### config.mk
export PLATFORM = sky130hd
export DESIGN_NAME = odo_ctrl
export DESIGN_NICKNAME = d
export VERILOG_FILES = /design/src/sv/odo_pkg.sv /design/src/sv/odo_ctrl.sv
export SDC_FILE = /design/constraint.sdc
export NUM_CORES = 1
export LEC_CHECK = 0
export BUFFER_PORTS_ARGS = -buffer_cell sky130_fd_sc_hd__buf_2
export CORE_AREA = 5 5 42 44
export CTS_CLUSTER_DIAMETER = 30
export DETAILED_ROUTE_END_ITERATION = 16
export DIE_AREA = 0 0 47 49
export PLACE_DENSITY = 0.81
export SLEW_MARGIN = 0
export SYNTH_ARGS = -nofsm -noshare
export SYNTH_HDL_FRONTEND = slang
export SYNTH_SLANG_ARGS = --single-unit
### constraint.sdc
create_clock -name i_clk -period 1.8 [get_ports i_clk]
set_input_delay 0.09 -clock i_clk [delete_from_list [all_inputs] [get_ports i_clk]]
set_output_delay 0.09 -clock i_clk [all_outputs]
set_load 0.1 [all_outputs]
### src/sv/odo_pkg.sv
// ----------------------------------------------------------------------------
// odo_pkg
// Shared types, constants and helper functions of the wheel odometry unit.
// ----------------------------------------------------------------------------
package odo_pkg;

    // Datapath widths
    localparam int MUL_W  = 36;   // signed multiplier operand
    localparam int PROD_W = 72;   // multiplier product
    localparam int DIV_W  = 55;   // divider dividend / quotient magnitude
    localparam int DVS_W  = 48;   // divider divisor
    localparam int DIV_STEPS = 55;
    localparam int CNT_W  = 6;

    // Angle to phase scale: 2^32 / 2pi
    localparam logic [MUL_W-1:0] TURN_K    = 36'd683565276;
    // Quarter-wave sine polynomial coefficients, Q1.30
    localparam logic [30:0]      SIN_A     = 31'd1686629713;
    localparam logic [30:0]      SIN_B     = 31'd693598671;
    localparam logic [MUL_W-1:0] SIN_C     = 36'd80710782;
    localparam logic [31:0]      ONE_Q30   = 32'd1073741824;
    localparam logic [31:0]      QUARTER   = 32'h4000_0000;
    // Microseconds per second
    localparam logic [MUL_W-1:0] VEL_SCALE = 36'd1000000;

    // Register map
    localparam logic REG_RADIUS     = 1'b0;
    localparam logic REG_SEPARATION = 1'b1;

    // Trig result slots
    localparam logic [1:0] TRIG_COS  = 2'd0;
    localparam logic [1:0] TRIG_SIN  = 2'd1;
    localparam logic [1:0] TRIG_HSIN = 2'd2;
    localparam logic [1:0] TRIG_HCOS = 2'd3;

    typedef enum logic [4:0] {
        OP_NOP,
        OP_LOAD,
        OP_MUL_SUM,
        OP_MUL_DIF,
        OP_DIV_TH,
        OP_TH_FIN,
        OP_HEAD,
        OP_MUL_PH,
        OP_PH,
        OP_SIN_PREP,
        OP_SIN_SQ,
        OP_SIN_C,
        OP_SIN_B,
        OP_SIN_BM,
        OP_SIN_A,
        OP_SIN_AM,
        OP_SIN_FIN,
        OP_MUL_X,
        OP_MUL_Y,
        OP_ACC_Y,
        OP_DIV_LIN,
        OP_LIN_FIN,
        OP_MUL_ANG,
        OP_DIV_ANG,
        OP_ANG_FIN,
        OP_ZERO_VEL,
        OP_OUT
    } t_op;

    typedef enum logic [4:0] {
        S_IDLE,
        S_MUL_SUM,
        S_MUL_DIF,
        S_DIV_TH,
        S_WAIT_TH,
        S_HEAD,
        S_MUL_PH,
        S_PH,
        S_SIN_PREP,
        S_SIN_SQ,
        S_SIN_C,
        S_SIN_B,
        S_SIN_BM,
        S_SIN_A,
        S_SIN_AM,
        S_SIN_FIN,
        S_MUL_X,
        S_MUL_Y,
        S_ACC_Y,
        S_DIV_LIN,
        S_WAIT_LIN,
        S_MUL_ANG,
        S_DIV_ANG,
        S_WAIT_ANG,
        S_OUT
    } t_state;

    typedef struct packed {
        t_op        op;
        logic [1:0] sidx;
    } t_cmd;

    typedef struct packed {
        logic div_done;
        logic dt_zero;
        logic out_free;
    } t_status;

    // Saturate to 32 bit signed
    function automatic logic signed [31:0] sat32(input logic signed [PROD_W-1:0] v);
        if (v > 72'sd2147483647) begin
            sat32 = 32'sh7FFF_FFFF;
        end else if (v < -72'sd2147483648) begin
            sat32 = 32'sh8000_0000;
        end else begin
            sat32 = v[31:0];
        end
    endfunction

    // Clamp a step to +-2^32
    function automatic logic signed [33:0] clamp_step(input logic signed [PROD_W-1:0] v);
        if (v > 72'sd4294967296) begin
            clamp_step = 34'sd4294967296;
        end else if (v < -72'sd4294967296) begin
            clamp_step = -34'sd4294967296;
        end else begin
            clamp_step = v[33:0];
        end
    endfunction

endpackage

### src/sv/odo_ctrl.sv
// ----------------------------------------------------------------------------
// odo_ctrl
// Sequencer: steps the datapath through one odometry update per word.
// ----------------------------------------------------------------------------
module odo_ctrl import odo_pkg::*; (
    input  logic    i_clk,
    input  logic    i_rst_n,
    input  logic    i_in_valid,
    output logic    o_in_ready,
    input  t_status i_status,
    output t_cmd    o_cmd
);

    t_state     r_state, n_state;
    logic [1:0] r_sidx, n_sidx;

    always_ff @(posedge i_clk) begin
        if (!i_rst_n) begin
            r_state <= S_IDLE;
            r_sidx  <= '0;
        end else begin
            r_state <= n_state;
            r_sidx  <= n_sidx;
        end
    end

    // Next state and datapath command
    always_comb begin
        n_state    = r_state;
        n_sidx     = r_sidx;
        o_cmd.op   = OP_NOP;
        o_cmd.sidx = r_sidx;
        o_in_ready = 1'b0;
        case (r_state)
            S_IDLE: begin
                o_in_ready = 1'b1;
                if (i_in_valid) begin
                    o_cmd.op = OP_LOAD;
                    n_state  = S_MUL_SUM;
                end
            end
            S_MUL_SUM: begin
                o_cmd.op = OP_MUL_SUM;
                n_state  = S_MUL_DIF;
            end
            S_MUL_DIF: begin
                o_cmd.op = OP_MUL_DIF;
                n_state  = S_DIV_TH;
            end
            S_DIV_TH: begin
                o_cmd.op = OP_DIV_TH;
                n_state  = S_WAIT_TH;
            end
            S_WAIT_TH: begin
                if (i_status.div_done) begin
                    o_cmd.op = OP_TH_FIN;
                    n_state  = S_HEAD;
                end
            end
            S_HEAD: begin
                o_cmd.op = OP_HEAD;
                n_state  = S_MUL_PH;
            end
            S_MUL_PH: begin
                o_cmd.op = OP_MUL_PH;
                n_state  = S_PH;
            end
            S_PH: begin
                o_cmd.op = OP_PH;
                n_sidx   = '0;
                n_state  = S_SIN_PREP;
            end
            S_SIN_PREP: begin
                o_cmd.op = OP_SIN_PREP;
                n_state  = S_SIN_SQ;
            end
            S_SIN_SQ: begin
                o_cmd.op = OP_SIN_SQ;
                n_state  = S_SIN_C;
            end
            S_SIN_C: begin
                o_cmd.op = OP_SIN_C;
                n_state  = S_SIN_B;
            end
            S_SIN_B: begin
                o_cmd.op = OP_SIN_B;
                n_state  = S_SIN_BM;
            end
            S_SIN_BM: begin
                o_cmd.op = OP_SIN_BM;
                n_state  = S_SIN_A;
            end
            S_SIN_A: begin
                o_cmd.op = OP_SIN_A;
                n_state  = S_SIN_AM;
            end
            S_SIN_AM: begin
                o_cmd.op = OP_SIN_AM;
                n_state  = S_SIN_FIN;
            end
            S_SIN_FIN: begin
                o_cmd.op = OP_SIN_FIN;
                n_sidx   = r_sidx + 2'd1;
                n_state  = (r_sidx == TRIG_HCOS) ? S_MUL_X : S_SIN_PREP;
            end
            S_MUL_X: begin
                o_cmd.op = OP_MUL_X;
                n_state  = S_MUL_Y;
            end
            S_MUL_Y: begin
                o_cmd.op = OP_MUL_Y;
                n_state  = S_ACC_Y;
            end
            S_ACC_Y: begin
                o_cmd.op = OP_ACC_Y;
                n_state  = S_DIV_LIN;
            end
            S_DIV_LIN: begin
                // Skip both divides when no time has passed
                if (i_status.dt_zero) begin
                    o_cmd.op = OP_ZERO_VEL;
                    n_state  = S_OUT;
                end else begin
                    o_cmd.op = OP_DIV_LIN;
                    n_state  = S_WAIT_LIN;
                end
            end
            S_WAIT_LIN: begin
                if (i_status.div_done) begin
                    o_cmd.op = OP_LIN_FIN;
                    n_state  = S_MUL_ANG;
                end
            end
            S_MUL_ANG: begin
                o_cmd.op = OP_MUL_ANG;
                n_state  = S_DIV_ANG;
            end
            S_DIV_ANG: begin
                o_cmd.op = OP_DIV_ANG;
                n_state  = S_WAIT_ANG;
            end
            S_WAIT_ANG: begin
                if (i_status.div_done) begin
                    o_cmd.op = OP_ANG_FIN;
                    n_state  = S_OUT;
                end
            end
            S_OUT: begin
                if (i_status.out_free) begin
                    o_cmd.op = OP_OUT;
                    n_state  = S_IDLE;
                end
            end
            default: begin
                n_state = S_IDLE;
            end
        endcase
    end

endmodule

Yosys cells after proc, flatten, opt, wreduce, memory -nomap -nowiden. Index checks and enable logic that the tools add are counted.

Output and inout port bits: 8. Bits in registers: 7.

Equal/unequal tests: 30. Reduce and logical (&&, ||, !) cells: 3. Add/subtract/negate cells: 1. Mux-type cells: 17.

Operators by type and width (number): 5-bit one-hot mux with 25 select lines (2); 5-bit equality test, second input constant (9); 5-bit two-way mux (9); 5-bit by 4-bit equality test with 1-bit output, second input constant (8); 5-bit by 3-bit equality test with 1-bit output, second input constant (4); 5-bit by 2-bit equality test with 1-bit output, second input constant (2); 2-bit != test, second input constant (5); 4-bit two-way mux (2); 5-bit by 1-bit equality test with 1-bit output, second input constant (1); 5-bit logical NOT (1); 5-bit AND reduction (1); 2-bit one-hot mux with 2 select lines (1); 3-bit two-way mux (1); 2-bit by 1-bit adder with 2-bit output, second input constant (1); 2-bit equality test, second input constant (1); 1-bit two-way mux (2); 2-bit nonzero test (1).

Logic depth before layout (Yosys ltp).
Depth in word-level cells: 3. Depth in mapped cells: 6. Mapped depth without buffers: 5.

Least setup slack after synthesis. OpenSTA, ideal clock, no wires.

Path kind: flip-flop to output port. From: register r_state[3]. To: output o_cmd[3] (netlist bit). Cell stages (with the launch flop): 6. Slack: -1.365 ns. Data arrival time: 3.075 ns. Required time: 1.710 ns. Path through: dfxtp_1 buf_4 nand2_1 nor4b_1 a21oi_1 o21ai_0.

RTL lines: start: declaration (RTL line odo_ctrl.sv:14) `t_state r_state, n_state;`; start signal: assignment (RTL line odo_ctrl.sv:22) `r_state <= n_state;`; end: declaration (RTL line odo_ctrl.sv:11) `output t_cmd o_cmd`.

==> reports/summary.txt <==
Fmax achieved -> 575 MHz
Routed Antenna Nets -> 0
Crit path kind -> register to primary output
Final instance area -> 893 um2
VDD IR max -> 0.831 mV
Total die area -> 2300 um2
R2R depth -> 5
RR Endpoint -> r_state[3]
Startpoint Class -> register
Post-Synth Simple-Gate Area -> 33.9%
Slew Viols, Final -> 0
Vias in the first global route -> 712
Die span in x -> 47 um
Synth cell types -> 34
H-Tree Level Count -> 1
DRT Wirelength -> 1890 um
Die Y -> 49 um
Tot GR Track Use -> 17.8%
Rows -> 14
NetSw -> 0.550 mW
Wirelength per Cell -> 15.0 um
Area of the mapped netlist -> 638 um2
Starting Density -> 45.5%
Reg2Reg Launch Point -> r_state[4]
Vias/cell -> 6.12
Initial antenna violation count -> 0
CP Capture Type -> primary output
Area of the multi-input gates -> 465 um2
Hold Path Depth -> 3
Max Clock Skew -> 0.00277 ns
Clk sinks -> 7
Total power -> 1.03 mW
Worst-margin pin slew -> 0.485 ns
Maximum fanout along the worst path -> 9
Commonest non-fill, non-tap cell in the layout -> a21oi_1
Minimum clock period -> 1.74 ns
I/O pins -> 14
Final Setup Violations -> 0
Clock transition at the registers of the reported paths -> 0.05 ns
XOR/XNOR share of the synthesized area -> 1.37%
Dpl cell area -> 826 um2
RSZ-0062 raised after global routing -> true
Min-delay worst type -> input port to register
Flop2flop setup slack -> 0.31 ns
Max-cap violations -> 0
Crit share post-route -> 96.7%
Reg area -> 159 um2
DPL Wire Length -> 1410 um
Final GP Congestion -> 0.914
Sequential area share after synthesis -> 22.0%
First-pass GRT wire length -> 3040 um
Mapped Cells -> 91
Clock power frac -> 14.6%
Syn Nets -> 98
Layout Nets -> 118
Largest net degree at the start of global routing -> 16
Syn-to-layout area delta -> 40.0%
Post-synthesis compound-gate area fraction -> 32.2%
Pwr dens -> 1150 nW/um2
Worst EP required -> 1.71 ns
Main combinational cell family by area after synthesis -> simple AND/OR/NAND/NOR gates
TritonCTS clock tree -> done
CTS buffer count -> 3
Fill cells -> 125
Core Region -> 1400 um2
Slew Limit Headroom -> 67.9%
1st-iter DRT viols -> 18
CTS max path bufs -> 2
Hold Fails Final Rpt -> 0
Yosys reg bits -> 7
Clock root cell -> clkbuf_4
Mux contribution to synthesized area -> 0%
Syn Area/Cell -> 7.01 um2
Adder-cell share of the synthesized area -> 1.96%
Comb pwr share -> 63.2%
P_int -> 0.478 mW
Skew-Pair Late Insertion Delay -> 0.26 ns
PortBufs -> 13
WP data arrival -> 1.65 ns
Grt total ovfl -> 0
Via count -> 771
Hold path startpoint -> i_rst_n
Residual DRC -> 0
DR pass1 iterations -> 4
Switching Share -> 53.5%
Antenna Cells -> 0
Most frequent cells in the layout -> 11 x a21oi_1, 9 x nor2_1, 9 x nand2_1, 9 x buf_4, 8 x buf_2
Status -> finished, final reports clean
Hold-fix buffers, CTS -> 0
Leakage -> 0.351 nW
Hold Path End -> r_state[4]
Share of cells above drive strength 1 -> 34.5%
YS warnings -> 0
Flop pwr share -> 22.2%
-- power groups by stage --
stage,clock (mW),combinational [mW],sequential [mW]
2_1_floorplan,0,0.469,0.182
3_3_place_gp,0,0.621,0.223
3_5_place_dp,0,0.634,0.223
4_1_cts,0.152,0.646,0.228
5_1_grt,0.165,0.678,0.233
6_report,0.150,0.650,0.229
-- worst max-delay path by stage --
stage                from  endpoint  slack [ns]
5_1_grt        r_state[4]  o_cmd[4]       -0.01
2_1_floorplan  r_state[3]  o_cmd[3]       -0.09
4_1_cts        r_state[3]  o_cmd[5]        0.01
3_5_place_dp   r_state[2]  o_cmd[4]        0.08
3_3_place_gp   r_state[2]  o_cmd[4]        0.22
6_report       r_state[3]  o_cmd[4]        0.06
-- critical path, cell delays in order, from the launching register on --
cell and delay (ns):
dfxtp_4 0.37, or3b_1 0.40, a211oi_2 0.22, a31oi_1 0.08, nand2_1 0.13, buf_12 0.19
-- metrics by stage --
stage / hold slack [ns] / utilization, % / setup slack, ns / std cells / TNS, ns
CTS: 0.0887 / 62.0 / 0.0137 / 125 / 0
global route: 0.0888 / 63.7 / -0.0109 / 126 / -0.0109
finish: 0.0848 / 63.7 / 0.0602 / 126 / 0
global placement: 0.357 / 58.9 / 0.218 / 121 / 0
floorplan: 0.228 / - / -0.0901 / 91 / -0.0901
detailed placement: 0.370 / 58.9 / 0.0754 / 121 / 0
-- flip-flops by register name (all words and copies together) (netlist names) --
name,count
r_sidx,2
r_state,5
-- repair_timing --
action / 4_1_cts / 5_1_grt
endpoints found under the setup margin: 5 / 5
pin swaps: 0 / 1
gates resized for setup: 8 / 6
setup buffers: 0 / 1
-- logic make-up after synthesis --
kind of cell               count (synthesis)
and+or+nand+nor                           39
AOI/OAI and AO/OA                         32
DFF                                        7
buffers and inverters                     11
xor gates and xnor gates                   1
adders and majority gates                  1
-- synthesized netlist by cell type, drive strengths merged --
cell    number  share of area, %
a31oi        3               2.9
a31o         1               1.4
and3         1              0.98
a311oi       1               1.4
o2111a       1               1.8
dfxtp        7                22
o21ai        7               5.5
nor2b        2               2.0
a32oi        1               1.4
nor3         4               3.9
nand4b       1               1.4
nor2         9               5.3
a211oi       3               4.3
and2         2               2.0
or3b         1               1.4
a221o        1               1.6
xnor2        1               1.4
and4b        2               3.1
nand2        9               5.3
nor4b        1               1.4
or2b         1               1.2
ha           1               2.0
buf          7               6.3
or3          2               2.0
nand2b       2               2.0
a21oi       12                10
nand3b       1               1.2
nand4        1              0.98
inv          4               2.4
o22ai        2               2.0
-- routing by layer --
metal  global-route usage [%]  wire length (um)  vias to the layer above
met2                     28.3               918                       36
met1                     21.4               784                      350
met4                     10.1                52                        0
met3                     2.95               131                        7
li1                         -                 -                      378
met5                        0                 0                        -
-- layout make-up --
type | instances | share of cell area (%)
Clock buffer | 4 | 2.94
Inverter | 4 | 1.68
Multi-Input combinational cell | 73 | 52.1
Sequential cell | 7 | 17.8
Tap cell | 16 | 2.24
Timing Repair Buffer | 22 | 23.2
Power figures use the tool's default switching activity.
